`config.mk`:
```
export PLATFORM = sky130hd
export DESIGN_NAME = kbd_backlight_hotkey_ctrl_flat
export DESIGN_NICKNAME = d
export VERILOG_FILES = /design/src/hdl/kbl_pkg.sv /design/src/hdl/kbl_req_if.sv /design/src/hdl/kbl_rsp_if.sv /design/src/hdl/kbd_backlight_hotkey_ctrl.sv /design/src/flat_wrapper.sv
export VERILOG_INCLUDE_DIRS = /design/src /design/src/hdl
export SDC_FILE = /design/constraint.sdc
export NUM_CORES = 1
export LEC_CHECK = 0
export ABC_AREA = 1
export BUFFER_PORTS_ARGS = -buffer_cell sky130_fd_sc_hd__buf_2
export CORE_MARGIN = 4
export CORE_UTILIZATION = 62
export CTS_CLUSTER_SIZE = 16
export DETAILED_ROUTE_END_ITERATION = 16
export PLACE_DENSITY = 0.95
export SLEW_MARGIN = 20
export SYNTH_ARGS = -nofsm -noshare
export SYNTH_HDL_FRONTEND = slang
export SYNTH_SLANG_ARGS = --single-unit
```
`constraint.sdc`:
```
create_clock -name clock -period 3.1 [get_ports clock]
set_input_delay 0.775 -clock clock [delete_from_list [all_inputs] [get_ports clock]]
set_output_delay 0.775 -clock clock [all_outputs]
set_load 0.1 [all_outputs]
```
`src/hdl/kbd_backlight_hotkey_ctrl_assert.svh`:
```
// Assertion macros for the keyboard backlight hotkey controller.
// Expects a clock named clock and a synchronous active-high reset named reset.
`ifndef KBD_BACKLIGHT_HOTKEY_CTRL_ASSERT_SVH
`define KBD_BACKLIGHT_HOTKEY_CTRL_ASSERT_SVH

// Checked on every rising edge outside reset.
`define KBL_ASSERT(label, prop, msg) \
   label: assert property (@(posedge clock) disable iff (reset) (prop)) else $error(msg);

// Checked on every rising edge, reset included.
`define KBL_ASSERT_ALWAYS(label, prop, msg) \
   label: assert property (@(posedge clock) (prop)) else $error(msg);

`endif

```
`src/hdl/kbl_pkg.sv`:
```
// Shared types, codes and constant tables of the keyboard backlight controller.
// No dependencies; used by the channel interfaces and the top level.
package kbl_pkg;

   localparam int OPCODE_W   = 3;
   localparam int LEVEL_W    = 8;
   localparam int COLOR_IN_W = 32;
   localparam int COLOR_W    = 24;
   localparam int STATUS_W   = 2;

   // Both tables have room for sixteen entries; the configured counts pick a prefix.
   localparam int TABLE_SLOTS = 16;
   localparam int TABLE_IDX_W = 4;

   localparam logic [LEVEL_W-1:0] DEFAULT_SAVED = 8'd72;
   localparam logic [COLOR_W-1:0] COLOR_WHITE   = 24'hFFFFFF;

   typedef enum logic [OPCODE_W-1:0] {
      OP_SET_LEVEL = 3'd0,
      OP_FW_REPORT = 3'd1,
      OP_TOGGLE    = 3'd2,
      OP_DOWN      = 3'd3,
      OP_UP        = 3'd4,
      OP_COLOR_CYC = 3'd5,
      OP_SET_COLOR = 3'd6
   } opcode_type;

   typedef enum logic [STATUS_W-1:0] {
      STATUS_OK        = 2'd0,
      STATUS_BAD_COLOR = 2'd1,
      STATUS_IGNORED   = 2'd2
   } status_type;

   typedef logic [LEVEL_W-1:0] level_table_type [TABLE_SLOTS];
   typedef logic [COLOR_W-1:0] color_table_type [TABLE_SLOTS];

   localparam level_table_type LEVEL_TABLE = '{
      8'd48, 8'd72, 8'd96, 8'd144, 8'd192, 8'd255,
      8'd255, 8'd255, 8'd255, 8'd255, 8'd255, 8'd255,
      8'd255, 8'd255, 8'd255, 8'd255
   };

   localparam color_table_type COLOR_TABLE = '{
      24'hFFFFFF, 24'h0000FF, 24'hFF0000, 24'hFF00FF,
      24'h00FF00, 24'h00FFFF, 24'hFFFF00, 24'h000000,
      24'h000000, 24'h000000, 24'h000000, 24'h000000,
      24'h000000, 24'h000000, 24'h000000, 24'h000000
   };

   typedef struct packed {
      logic [OPCODE_W-1:0]   opcode;
      logic [LEVEL_W-1:0]    level_in;
      logic                  report_ok;
      logic [COLOR_IN_W-1:0] color_in;
   } req_type;

   typedef struct packed {
      logic               level_write;
      logic [LEVEL_W-1:0] level_out;
      logic               color_write;
      logic [COLOR_W-1:0] color_out;
      logic               changed_notify;
      status_type         status;
   } rsp_type;

endpackage

```
`src/hdl/kbl_req_if.sv`:
```
// Event channel of the keyboard backlight controller: valid, ready and one event.
// Depends on kbl_pkg for the field widths.
interface kbl_req_if;
   logic                           valid;
   logic                           ready;
   logic [kbl_pkg::OPCODE_W-1:0]   opcode;
   logic [kbl_pkg::LEVEL_W-1:0]    level_in;
   logic                           report_ok;
   logic [kbl_pkg::COLOR_IN_W-1:0] color_in;

   modport source (output valid, opcode, level_in, report_ok, color_in, input ready);
   modport sink   (input valid, opcode, level_in, report_ok, color_in, output ready);
endinterface

```
`src/hdl/kbl_rsp_if.sv`:
```
// Result channel of the keyboard backlight controller: valid, ready and one result.
// Depends on kbl_pkg for the field widths.
interface kbl_rsp_if;
   logic                         valid;
   logic                         ready;
   logic                         level_write;
   logic [kbl_pkg::LEVEL_W-1:0]  level_out;
   logic                         color_write;
   logic [kbl_pkg::COLOR_W-1:0]  color_out;
   logic                         changed_notify;
   logic [kbl_pkg::STATUS_W-1:0] status;

   modport source (output valid, level_write, level_out, color_write, color_out,
                   changed_notify, status, input ready);
   modport sink   (input valid, level_write, level_out, color_write, color_out,
                   changed_notify, status, output ready);
endinterface

```
`src/hdl/kbd_backlight_hotkey_ctrl.sv`:
```
// Keyboard backlight hotkey controller: level, saved level and colour state.
// Depends on kbl_pkg, kbl_req_if, kbl_rsp_if and kbd_backlight_hotkey_ctrl_assert.svh.
//
// Usage:
//   Events arrive on req_if (valid/ready); each accepted beat gives exactly one
//   result beat on rsp_if. csr_wr_en/csr_wr_data write the colour-capable flag,
//   which also re-initialises the saved level; write it only while idle.
//   An event is captured in an input register, settled against the level and
//   colour tables as it passes to the result register and offered from there.
//   Throughput is one event per cycle while the receiver takes each result beat:
//   the input register and the result register form a two-deep pipeline, and
//   the input register refills in the same cycle as it passes its event on.
//   When the receiver stalls, the result register holds its beat, the input
//   register holds the next one and req_if.ready drops once both are full.
//   Synchronous reset empties both registers, sets the level to dark, the
//   saved level to 72, the colour to white and enables colour support.
//   NUM_LEVELS and NUM_COLORS (2 to 16) select how many table entries are used.
module kbd_backlight_hotkey_ctrl #(
   parameter int NUM_LEVELS = 6,
   parameter int NUM_COLORS = 7
) (
   input  logic       clock,
   input  logic       reset,
   input  logic       csr_wr_en,
   input  logic       csr_wr_data,
   kbl_req_if.sink    req_if,
   kbl_rsp_if.source  rsp_if
);

   logic                               req_valid_ff;
   kbl_pkg::req_type                   req_ff;
   logic                               rsp_valid_ff;
   kbl_pkg::rsp_type                   rsp_ff;
   kbl_pkg::rsp_type                   rsp_in;
   logic                               capable_ff;
   logic [kbl_pkg::LEVEL_W-1:0]        level_ff;
   logic [kbl_pkg::LEVEL_W-1:0]        level_in;
   logic [kbl_pkg::LEVEL_W-1:0]        saved_ff;
   logic [kbl_pkg::LEVEL_W-1:0]        saved_in;
   logic [kbl_pkg::COLOR_W-1:0]        color_ff;
   logic [kbl_pkg::COLOR_W-1:0]        color_in;
   logic                               advance;
   logic                               lit;
   logic                               down_hit;
   logic [kbl_pkg::LEVEL_W-1:0]        down_level;
   logic                               up_hit;
   logic [kbl_pkg::LEVEL_W-1:0]        up_level;
   logic [kbl_pkg::TABLE_IDX_W-1:0]    color_next_idx;
   logic [kbl_pkg::COLOR_W-1:0]        color_next;

   // The input register passes its beat on whenever the result register is free or its beat is being taken.
   assign advance      = req_valid_ff && (!rsp_valid_ff || rsp_if.ready);
   assign req_if.ready = !req_valid_ff || advance;
   assign lit          = (level_ff != '0);

   always_ff @(posedge clock) begin
      if (reset) begin
         req_valid_ff <= 1'b0;
      end else if (req_if.ready) begin
         req_valid_ff <= req_if.valid;
      end
      if (req_if.valid && req_if.ready) begin
         req_ff.opcode    <= req_if.opcode;
         req_ff.level_in  <= req_if.level_in;
         req_ff.report_ok <= req_if.report_ok;
         req_ff.color_in  <= req_if.color_in;
      end
   end

   // Next lower entry: the highest table index below the level wins.
   always_comb begin
      down_hit   = 1'b0;
      down_level = level_ff;
      for (int i = 0; i < NUM_LEVELS; i++) begin
         if (kbl_pkg::LEVEL_TABLE[kbl_pkg::TABLE_IDX_W'(i)] < level_ff) begin
            down_hit   = 1'b1;
            down_level = kbl_pkg::LEVEL_TABLE[kbl_pkg::TABLE_IDX_W'(i)];
         end
      end
   end

   // Next higher entry: the lowest table index above the level wins.
   always_comb begin
      up_hit   = 1'b0;
      up_level = level_ff;
      for (int i = NUM_LEVELS - 1; i >= 0; i--) begin
         if (kbl_pkg::LEVEL_TABLE[kbl_pkg::TABLE_IDX_W'(i)] > level_ff) begin
            up_hit   = 1'b1;
            up_level = kbl_pkg::LEVEL_TABLE[kbl_pkg::TABLE_IDX_W'(i)];
         end
      end
   end

   // The first matching colour decides; no match, or a match on the last
   // entry, wraps to the first entry.
   always_comb begin
      color_next_idx = '0;
      for (int i = NUM_COLORS - 1; i >= 0; i--) begin
         if (kbl_pkg::COLOR_TABLE[kbl_pkg::TABLE_IDX_W'(i)] == color_ff) begin
            if (i < NUM_COLORS - 1) begin
               color_next_idx = kbl_pkg::TABLE_IDX_W'(i + 1);
            end else begin
               color_next_idx = '0;
            end
         end
      end
      color_next = kbl_pkg::COLOR_TABLE[color_next_idx];
   end

   always_comb begin
      level_in = level_ff;
      saved_in = saved_ff;
      color_in = color_ff;
      rsp_in.level_write    = 1'b0;
      rsp_in.color_write    = 1'b0;
      rsp_in.changed_notify = 1'b0;
      rsp_in.status         = kbl_pkg::STATUS_OK;
      unique case (kbl_pkg::opcode_type'(req_ff.opcode))
         kbl_pkg::OP_SET_LEVEL: begin
            level_in           = req_ff.level_in;
            rsp_in.level_write = 1'b1;
         end
         kbl_pkg::OP_FW_REPORT: begin
            if (req_ff.report_ok) begin
               level_in              = req_ff.level_in;
               rsp_in.changed_notify = 1'b1;
            end else begin
               rsp_in.status = kbl_pkg::STATUS_IGNORED;
            end
         end
         kbl_pkg::OP_TOGGLE: begin
            if (lit) begin
               saved_in = level_ff;
               level_in = '0;
            end else begin
               level_in = saved_ff;
            end
            rsp_in.level_write    = 1'b1;
            rsp_in.changed_notify = 1'b1;
         end
         kbl_pkg::OP_DOWN: begin
            if (lit) begin
               level_in           = down_level;
               rsp_in.level_write = down_hit;
            end else begin
               level_in           = saved_ff;
               rsp_in.level_write = 1'b1;
            end
            rsp_in.changed_notify = 1'b1;
         end
         kbl_pkg::OP_UP: begin
            if (lit) begin
               level_in           = up_level;
               rsp_in.level_write = up_hit;
            end else begin
               level_in           = saved_ff;
               rsp_in.level_write = 1'b1;
            end
            rsp_in.changed_notify = 1'b1;
         end
         kbl_pkg::OP_COLOR_CYC: begin
            if (!capable_ff) begin
               rsp_in.status = kbl_pkg::STATUS_IGNORED;
            end else begin
               if (lit) begin
                  color_in           = color_next;
                  rsp_in.color_write = 1'b1;
               end else begin
                  level_in           = saved_ff;
                  rsp_in.level_write = 1'b1;
               end
               rsp_in.changed_notify = 1'b1;
            end
         end
         kbl_pkg::OP_SET_COLOR: begin
            if (!capable_ff) begin
               rsp_in.status = kbl_pkg::STATUS_IGNORED;
            end else if (req_ff.color_in[kbl_pkg::COLOR_IN_W-1:kbl_pkg::COLOR_W] != '0) begin
               rsp_in.status = kbl_pkg::STATUS_BAD_COLOR;
            end else begin
               color_in           = req_ff.color_in[kbl_pkg::COLOR_W-1:0];
               rsp_in.color_write = 1'b1;
            end
         end
         default: begin
            rsp_in.status = kbl_pkg::STATUS_IGNORED;
         end
      endcase
      rsp_in.level_out = level_in;
      rsp_in.color_out = color_in;
   end

   always_ff @(posedge clock) begin
      if (reset) begin
         capable_ff <= 1'b1;
         level_ff   <= '0;
         saved_ff   <= kbl_pkg::DEFAULT_SAVED;
         color_ff   <= kbl_pkg::COLOR_WHITE;
      end else if (csr_wr_en) begin
         capable_ff <= csr_wr_data;
         saved_ff   <= csr_wr_data ? kbl_pkg::DEFAULT_SAVED : '0;
      end else if (advance) begin
         level_ff <= level_in;
         saved_ff <= saved_in;
         color_ff <= color_in;
      end
   end

   always_ff @(posedge clock) begin
      if (reset) begin
         rsp_valid_ff <= 1'b0;
      end else if (advance) begin
         rsp_valid_ff <= 1'b1;
      end else if (rsp_if.ready) begin
         rsp_valid_ff <= 1'b0;
      end
      if (advance) begin
         rsp_ff <= rsp_in;
      end
   end

   assign rsp_if.valid          = rsp_valid_ff;
   assign rsp_if.level_write    = rsp_ff.level_write;
   assign rsp_if.level_out      = rsp_ff.level_out;
   assign rsp_if.color_write    = rsp_ff.color_write;
   assign rsp_if.color_out      = rsp_ff.color_out;
   assign rsp_if.changed_notify = rsp_ff.changed_notify;
   assign rsp_if.status         = rsp_ff.status;

`include "kbd_backlight_hotkey_ctrl_assert.svh"

   `KBL_ASSERT_ALWAYS(a_reset_empties, reset |=> (!rsp_valid_ff && !req_valid_ff), "pipeline not empty after reset")
   `KBL_ASSERT(a_advance_fills, advance |=> rsp_valid_ff, "beat lost between input and result register")
   `KBL_ASSERT(a_color_needs_cap, (rsp_valid_ff && rsp_ff.color_write) |-> capable_ff, "colour written without colour support")
   `KBL_ASSERT(a_write_means_ok, (rsp_valid_ff && (rsp_ff.level_write || rsp_ff.color_write)) |-> (rsp_ff.status == kbl_pkg::STATUS_OK), "write issued with an error status")
   `KBL_ASSERT(a_csr_saved, (csr_wr_en && !csr_wr_data) |=> (saved_ff == '0), "saved level not cleared on colour support off")

endmodule
```
`src/flat_wrapper.sv`:
```
// flat-port wrapper written by rule: the top's interface ports become plain ports
module kbd_backlight_hotkey_ctrl_flat 
#(
   parameter int NUM_LEVELS = 6,
   parameter int NUM_COLORS = 7
)
  (clock, reset, csr_wr_en, csr_wr_data, req_if_valid, req_if_opcode, req_if_level_in, req_if_report_ok, req_if_color_in, req_if_ready, rsp_if_valid, rsp_if_level_write, rsp_if_level_out, rsp_if_color_write, rsp_if_color_out, rsp_if_changed_notify, rsp_if_status, rsp_if_ready);
  kbl_req_if req_if_i ();
  kbl_rsp_if rsp_if_i ();
  input  logic clock;
  input  logic reset;
  input  logic csr_wr_en;
  input  logic csr_wr_data;
  input wire logic [$bits(req_if_i.valid)-1:0] req_if_valid;
  input wire logic [$bits(req_if_i.opcode)-1:0] req_if_opcode;
  input wire logic [$bits(req_if_i.level_in)-1:0] req_if_level_in;
  input wire logic [$bits(req_if_i.report_ok)-1:0] req_if_report_ok;
  input wire logic [$bits(req_if_i.color_in)-1:0] req_if_color_in;
  output wire logic [$bits(req_if_i.ready)-1:0] req_if_ready;
  output wire logic [$bits(rsp_if_i.valid)-1:0] rsp_if_valid;
  output wire logic [$bits(rsp_if_i.level_write)-1:0] rsp_if_level_write;
  output wire logic [$bits(rsp_if_i.level_out)-1:0] rsp_if_level_out;
  output wire logic [$bits(rsp_if_i.color_write)-1:0] rsp_if_color_write;
  output wire logic [$bits(rsp_if_i.color_out)-1:0] rsp_if_color_out;
  output wire logic [$bits(rsp_if_i.changed_notify)-1:0] rsp_if_changed_notify;
  output wire logic [$bits(rsp_if_i.status)-1:0] rsp_if_status;
  input wire logic [$bits(rsp_if_i.ready)-1:0] rsp_if_ready;
  assign req_if_i.valid = req_if_valid;
  assign req_if_i.opcode = req_if_opcode;
  assign req_if_i.level_in = req_if_level_in;
  assign req_if_i.report_ok = req_if_report_ok;
  assign req_if_i.color_in = req_if_color_in;
  assign req_if_ready = req_if_i.ready;
  assign rsp_if_valid = rsp_if_i.valid;
  assign rsp_if_level_write = rsp_if_i.level_write;
  assign rsp_if_level_out = rsp_if_i.level_out;
  assign rsp_if_color_write = rsp_if_i.color_write;
  assign rsp_if_color_out = rsp_if_i.color_out;
  assign rsp_if_changed_notify = rsp_if_i.changed_notify;
  assign rsp_if_status = rsp_if_i.status;
  assign rsp_if_i.ready = rsp_if_ready;
  kbd_backlight_hotkey_ctrl #(.NUM_LEVELS(NUM_LEVELS), .NUM_COLORS(NUM_COLORS)) u_core (.clock(clock), .reset(reset), .csr_wr_en(csr_wr_en), .csr_wr_data(csr_wr_data), .req_if(req_if_i), .rsp_if(rsp_if_i));
endmodule
```
==> Yosys cells after proc, flatten, opt, wreduce, memory -nomap -nowiden <==
Memories as Yosys holds them, arrays and structs flattened.
Index checks and enable logic that the tools add are counted.
{ "op_classes": {"order_cmp": 13, "n_eq_ne": 12, "muxes": 68, "bitwise_logic": 2, "reduce_logical": 17} }
{ "ops": {"columns": ["operator", "count"], "rows": [
  ["$mux 8", 21],
  ["$mux 24", 6],
  ["$eq 24x24->1 const A", 3],
  ["$eq 16x24->1 const A", 2],
  ["$pmux 24 s2", 1],
  ["$pmux 8 s6", 1],
  ["$mux 1", 25],
  ["$eq 8x24->1 const A", 1],
  ["$gt 8x8->1 const A", 3],
  ["$lt 8x8->1 const A", 3],
  ["$mux 3", 6],
  ["$gt 7x8->1 const A", 2],
  ["$lt 7x8->1 const A", 2],
  ["$reduce_bool 8->1", 2],
  ["$eq 3x3->1 const B", 3],
  ["$gt 6x8->1 const A", 1],
  ["$lt 6x8->1 const A", 1],
  ["$pmux 2 s4", 1],
  ["$mux 7", 1],
  ["$eq 3x2->1 const B", 2],
  ["$mux 2", 3],
  ["$reduce_bool 2->1", 3],
  ["$ge 5x5->1 const B", 1],
  ["$not 3->5", 1],
  ["other kinds (13)", 17]
]} }
{ "totals": {"regBits": 124, "rom_bits": 384, "in_bits": 50, "wordCells": 129, "n_memories": 1} }
{ "memory_table": {"columns": ["name", "words", "width", "rd", "rd_clocked_by_memory_dff", "write_ports", "line", "text"], "rows": [
  ["(name not given)", 16, 24, 1, 0, 0, "kbd_backlight_hotkey_ctrl.sv:107", "color_next = kbl_pkg::COLOR_TABLE[color_next_idx];"]
]} }

==> Longest topological paths before layout <==
{ "depth": {"word_depth": 14, "depth_mapped": 15} }

==> Least setup slack after synthesis <==
OpenSTA, ideal clock, no wires.
{ "synth_path": {"path_type": "register to register", "startpoint": "register u_core.rsp_valid_ff, in the netlist u_core.rsp_if.valid", "endpoint": "register u_core.req_ff[0] in the netlist's numbering, enable pin", "arrival_time_ns": 2.799, "t_required_ns": 2.645, "path_slack_ns": -0.154, "path_stages_with_launch": 4, "path_buffers": 0, "period_less_slack_ns": 3.254, "cell_sequence": "dfxtp_1 > nand3_1 > nand2_1 > inv_1"} }
{ "synth_via": {"elab_chain_len": 5} }
{ "synth_lines": {"columns": ["item", "line", "text"], "rows": [
  ["from (decl)", "kbd_backlight_hotkey_ctrl.sv:32", "logic rsp_valid_ff;"],
  ["from (signal assigned)", "kbd_backlight_hotkey_ctrl.sv:211", "rsp_valid_ff <= 1'b0;"],
  ["from (signal assigned)", "kbd_backlight_hotkey_ctrl.sv:213", "rsp_valid_ff <= 1'b1;"],
  ["from (signal assigned)", "kbd_backlight_hotkey_ctrl.sv:215", "rsp_valid_ff <= 1'b0;"],
  ["$logic_not 1->1", "kbd_backlight_hotkey_ctrl.sv:52", "assign advance = req_valid_ff && (!rsp_valid_ff || rsp_if.ready);"],
  ["$logic_or 1x1->1", "kbd_backlight_hotkey_ctrl.sv:52", null],
  ["$logic_and 1x1->1", "kbd_backlight_hotkey_ctrl.sv:52", null],
  ["$logic_or 1x1->1", "kbd_backlight_hotkey_ctrl.sv:53", "assign req_if.ready = !req_valid_ff || advance;"],
  ["named net req_if_ready", "flat_wrapper.sv:19", "output wire logic [$bits(req_if_i.ready)-1:0] req_if_ready;"],
  ["$logic_and 1x1->1", "kbd_backlight_hotkey_ctrl.sv:62", "if (req_if.valid && req_if.ready) begin"],
  ["to (decl)", "kbd_backlight_hotkey_ctrl.sv:31", "kbl_pkg::req_type req_ff;"]
]} }
The timed path passes the listed nets, and every way through them passes these cells.
A chain may end at the register's enable or synchronous reset.

==> Worst setup path after layout <==
{ "layout_path": {"startpoint": "register u_core.req_ff[41] in the netlist's numbering", "endpoint": "register u_core.saved_ff[1] in the netlist's numbering"} }
{ "layout_via": {"elab_chain_len": 3} }
{ "layout_lines": {"columns": ["item", "line", "text"], "rows": [
  ["$eq 3x2->1", "kbd_backlight_hotkey_ctrl.sv:118", "unique case (kbl_pkg::opcode_type'(req_ff.opcode))"],
  ["$reduce_bool 2->1 (no line)", null, null],
  ["$reduce_and 2->1 (no line)", null, null],
  ["to (signal assigned)", "kbd_backlight_hotkey_ctrl.sv:197", "saved_ff <= kbl_pkg::DEFAULT_SAVED;"],
  ["to (signal assigned)", "kbd_backlight_hotkey_ctrl.sv:201", "saved_ff <= csr_wr_data ? kbl_pkg::DEFAULT_SAVED : '0;"],
  ["to (signal assigned)", "kbd_backlight_hotkey_ctrl.sv:204", "saved_ff <= saved_in;"],
  ["to (decl)", "kbd_backlight_hotkey_ctrl.sv:38", "logic [kbl_pkg::LEVEL_W-1:0] saved_ff;"]
]} }
No other way between the ends.

==> flow_summary.ini <==
[run_status]
status = completed

[floorplan]
die_y_um = 107
die_area_sq_um = 11300
ios = 89
initial_core_util_pct = 64.5
rows = 35
die_x_um = 107
core_area_sq_um = 9330

[synth]
ys_types = 36
seq_area_frac_synth_pct = 54.7
ys_top_cells_by_area = edfxtp_1 (40%), dfxtp_1 (14%), nand2_1 (14%), a21oi_1 (6.7%), inv_1 (4.6%)
yosysMostFrequentCell = nand2_1
ys.flop_type = edfxtp_1
syn_area_per_cell_sq_um = 8.36
synth_area_leader_cell = edfxtp_1
synthCells = 720
ys_ff_latch = 124
async_flop_share_pct = 0
syn_nets = 770
yosys_warnings = 0
ys_top_cells_by_count = nand2_1 (225), a21oi_1 (81), edfxtp_1 (81)
synth_edf_count = 81
netlist.area_leader.share_pct = 40.4
syn_area_sq_um = 6020

[clock_network]
cts-root-buf = clkbuf_8
numCtsBuffers = 17
cts_htree_levels = 4
cts_hold_buf = 0
clkLatencyLatePin_ns = 0.53
cts_max_path_buffers = 2
clock-sinks = 124
clkTransAtPathRegs_ns = 0.06
postCtsSetupBuffers = 0
cts_tree = built
cts_resized = 0

[setup_path]
slowest_stage = nor3_1
startpoint = u_core.req_ff[41]$_DFFE_PP_
crit_family = simple AND/OR/NAND/NOR gates
crit_arrival_ns = 2.73
crit_buf_inv = 2
critPathMaxStageDelay_ns = 0.67
critPathCaptureType = flip-flop
crit_path_start_kind = flip-flop
crit_path_max_fanout = 6
critical_path_class = reg2reg
regToRegStartpoint = u_core.req_ff[41]$_DFFE_PP_
critical_path_required_ns = 3.55
cp_cell_sequence = inv_1, nand2_1, nor2_1, inv_1, nor3_1, nand2_1, a21oi_1

[timing]
finalCriticalPeriod_ns = 2.28
hold_violations = 0
holdWs_ns = 0.419
tightest_slew_ns = 0.830
slew_violations = 0
finClkSkew_ns = 0.0114
rsz0062_at_grt = false
clock.fmax_ghz = 0.439
finalCritPeriodShare_pct = 73.5
fin_setup_tns_ns = 0
relSlewSlack_pct = 44.3
timing.final.setup_violations = 0

[power]
seqPwrFrac_pct = 40.0
ir_worst_vdd_uv = 532
cell_internal_pwr_w = 0.00344
power_switching_share_pct = 28.6
p_per_area_nw_per_um2 = 673
p_comb_share_pct = 16.8
p_leak_nw = 3.23
switching_power_w = 0.00138
p_clk_share_pct = 43.2

[final_layout]
fillCellCount = 609
fin_nets = 864
drive_gt1_share_pct = 19.5
seq_area_sq_um = 3290
syn2layout_area_growth_pct = 19.2
multi_input_area_sq_um = 2290
diodes = 0

[route]
drt_pass1_iterations = 5
wl_per_cell_um = 16.1
finalWirelength_um = 15400
drt-initial-drc-count = 477
viasPerCell = 5.68
ant_nets = 0
drc_errors = 0
routed-via-count = 5430

[placement]
port_buffers = 88
gp_congestion = 0.939
hpwl_um = 10500

[grt]
first_global_vias = 5432
grt_overflow = 0
grt.total_usage_pct = 28.4
antenna_found_initial = 0
grt_max_degree = 40
grt_pass1_wl_um = 25200

[hold_path]
hold_path.class = in2reg
min_from = req_if_level_in[7]

[job]
max_cap_violations = 0
-- path summary, 6_finish.rpt --
path | endpoint | slack (ns) | cells past startpoint
setup reg to reg | u_core.saved_ff[1]$_SDFFE_PP0P_ | 0.82 | 7
setup / recovery | u_core.saved_ff[1]$_SDFFE_PP0P_ | 0.82 | 7
hold / removal | u_core.req_ff[40]$_DFFE_PP_ | 0.42 | 1
hold reg to reg | u_core.saved_ff[6]$_SDFFE_PP1P_ | 0.49 | 2
-- cell type report --
class | instances | share of cell area (%)
clock buffer | 23 | 6.51
clock inverter | 9 | 2.22
inverter | 79 | 4.17
multi-input combinational | 496 | 32.0
sequential | 124 | 45.9
tap | 129 | 2.25
timing repair buffer | 96 | 6.98
-- cell families after synthesis --
logic type | synth area share (%)
AND/OR/NAND/NOR | 25.2
buffers and inverters | 7.32
AO/OA/AOI/OAI | 12.7
flip-flops | 54.7
-- metrics by stage --
step	util (%)	cells	power [W]	instance area, sq um	setup slack [ns]
floorplan	-	720	0.00258	6020	0.243
global placement	70.2	924	0.00272	6550	0.944
detailed placement	70.2	924	0.00275	6550	0.922
CTS	76.9	956	0.00482	7170	0.856
global route	76.9	956	0.00499	7170	0.638
finish	76.9	956	0.00482	7170	0.820
-- flip-flops by register name, summed over array words and instances (netlist names) --
register	count
u_core.req_ff	44
u_core.rsp_if.changed_notify	1
u_core.req_valid_ff	1
u_core.saved_ff	8
u_core.color_ff	24
u_core.rsp_if.level_write	1
u_core.rsp_if.color_write	1
u_core.capable_ff	1
u_core.level_ff	8
u_core.rsp_if.status	2
u_core.rsp_if.level_out	8
u_core.rsp_if.color_out	24
u_core.rsp_if.valid	1
-- cells in the final DEF (no fill, tap or decap), types with 3 or more instances in the layout --
| master | synthesis | routed |
|---|---|---|
| buf_2 | 5 | 88 |
| inv_2 | 5 | 5 |
| clkbuf_16 | 0 | 16 |
| nand4_1 | 5 | 5 |
| o211ai_1 | 4 | 4 |
| nand2_1 | 225 | 225 |
| clkbuf_8 | 0 | 4 |
| nand3_1 | 29 | 28 |
| nand3_2 | 2 | 3 |
| nor2_1 | 68 | 67 |
| a21oi_2 | 3 | 3 |
| o21ai_0 | 30 | 30 |
| clkbuf_1 | 7 | 3 |
| nor3_1 | 4 | 4 |
| dfxtp_1 | 43 | 43 |
| nand2_2 | 11 | 11 |
| edfxtp_1 | 81 | 81 |
| bufinv_16 | 0 | 4 |
| inv_1 | 73 | 72 |
| nor2_4 | 5 | 5 |
| o21ai_1 | 13 | 13 |
| buf_4 | 3 | 8 |
| a21oi_1 | 81 | 81 |
-- power groups by stage --
stage	combinational (W)	sequential, W	clock [W]
after detailed placement	0.000787	0.00196	0
after CTS	0.000797	0.00193	0.00210
final	0.000809	0.00193	0.00209
after floorplan	0.000429	0.00215	0
after global placement	0.000769	0.00196	0
after global routing	0.000878	0.00194	0.00217
-- metal layers --
metal | up-vias | routed length (um) | GRT usage, %
met1 | 2474 | 5860 | 33.9
met3 | 41 | 1650 | 7.10
met2 | 350 | 7520 | 47.1
met4 | 0 | 398 | 15.5
met5 | - | 0 | 0
li1 | 2565 | - | -
-- worst register-to-register path: stages (launching register included) --
cell and delay, ns:
edfxtp_1 0.46, inv_1 0.18, nand2_1 0.15, nor2_1 0.27
inv_1 0.18, nor3_1 0.67, nand2_1 0.13, a21oi_1 0.17
Note: power is estimated with default switching activity, not from simulation.
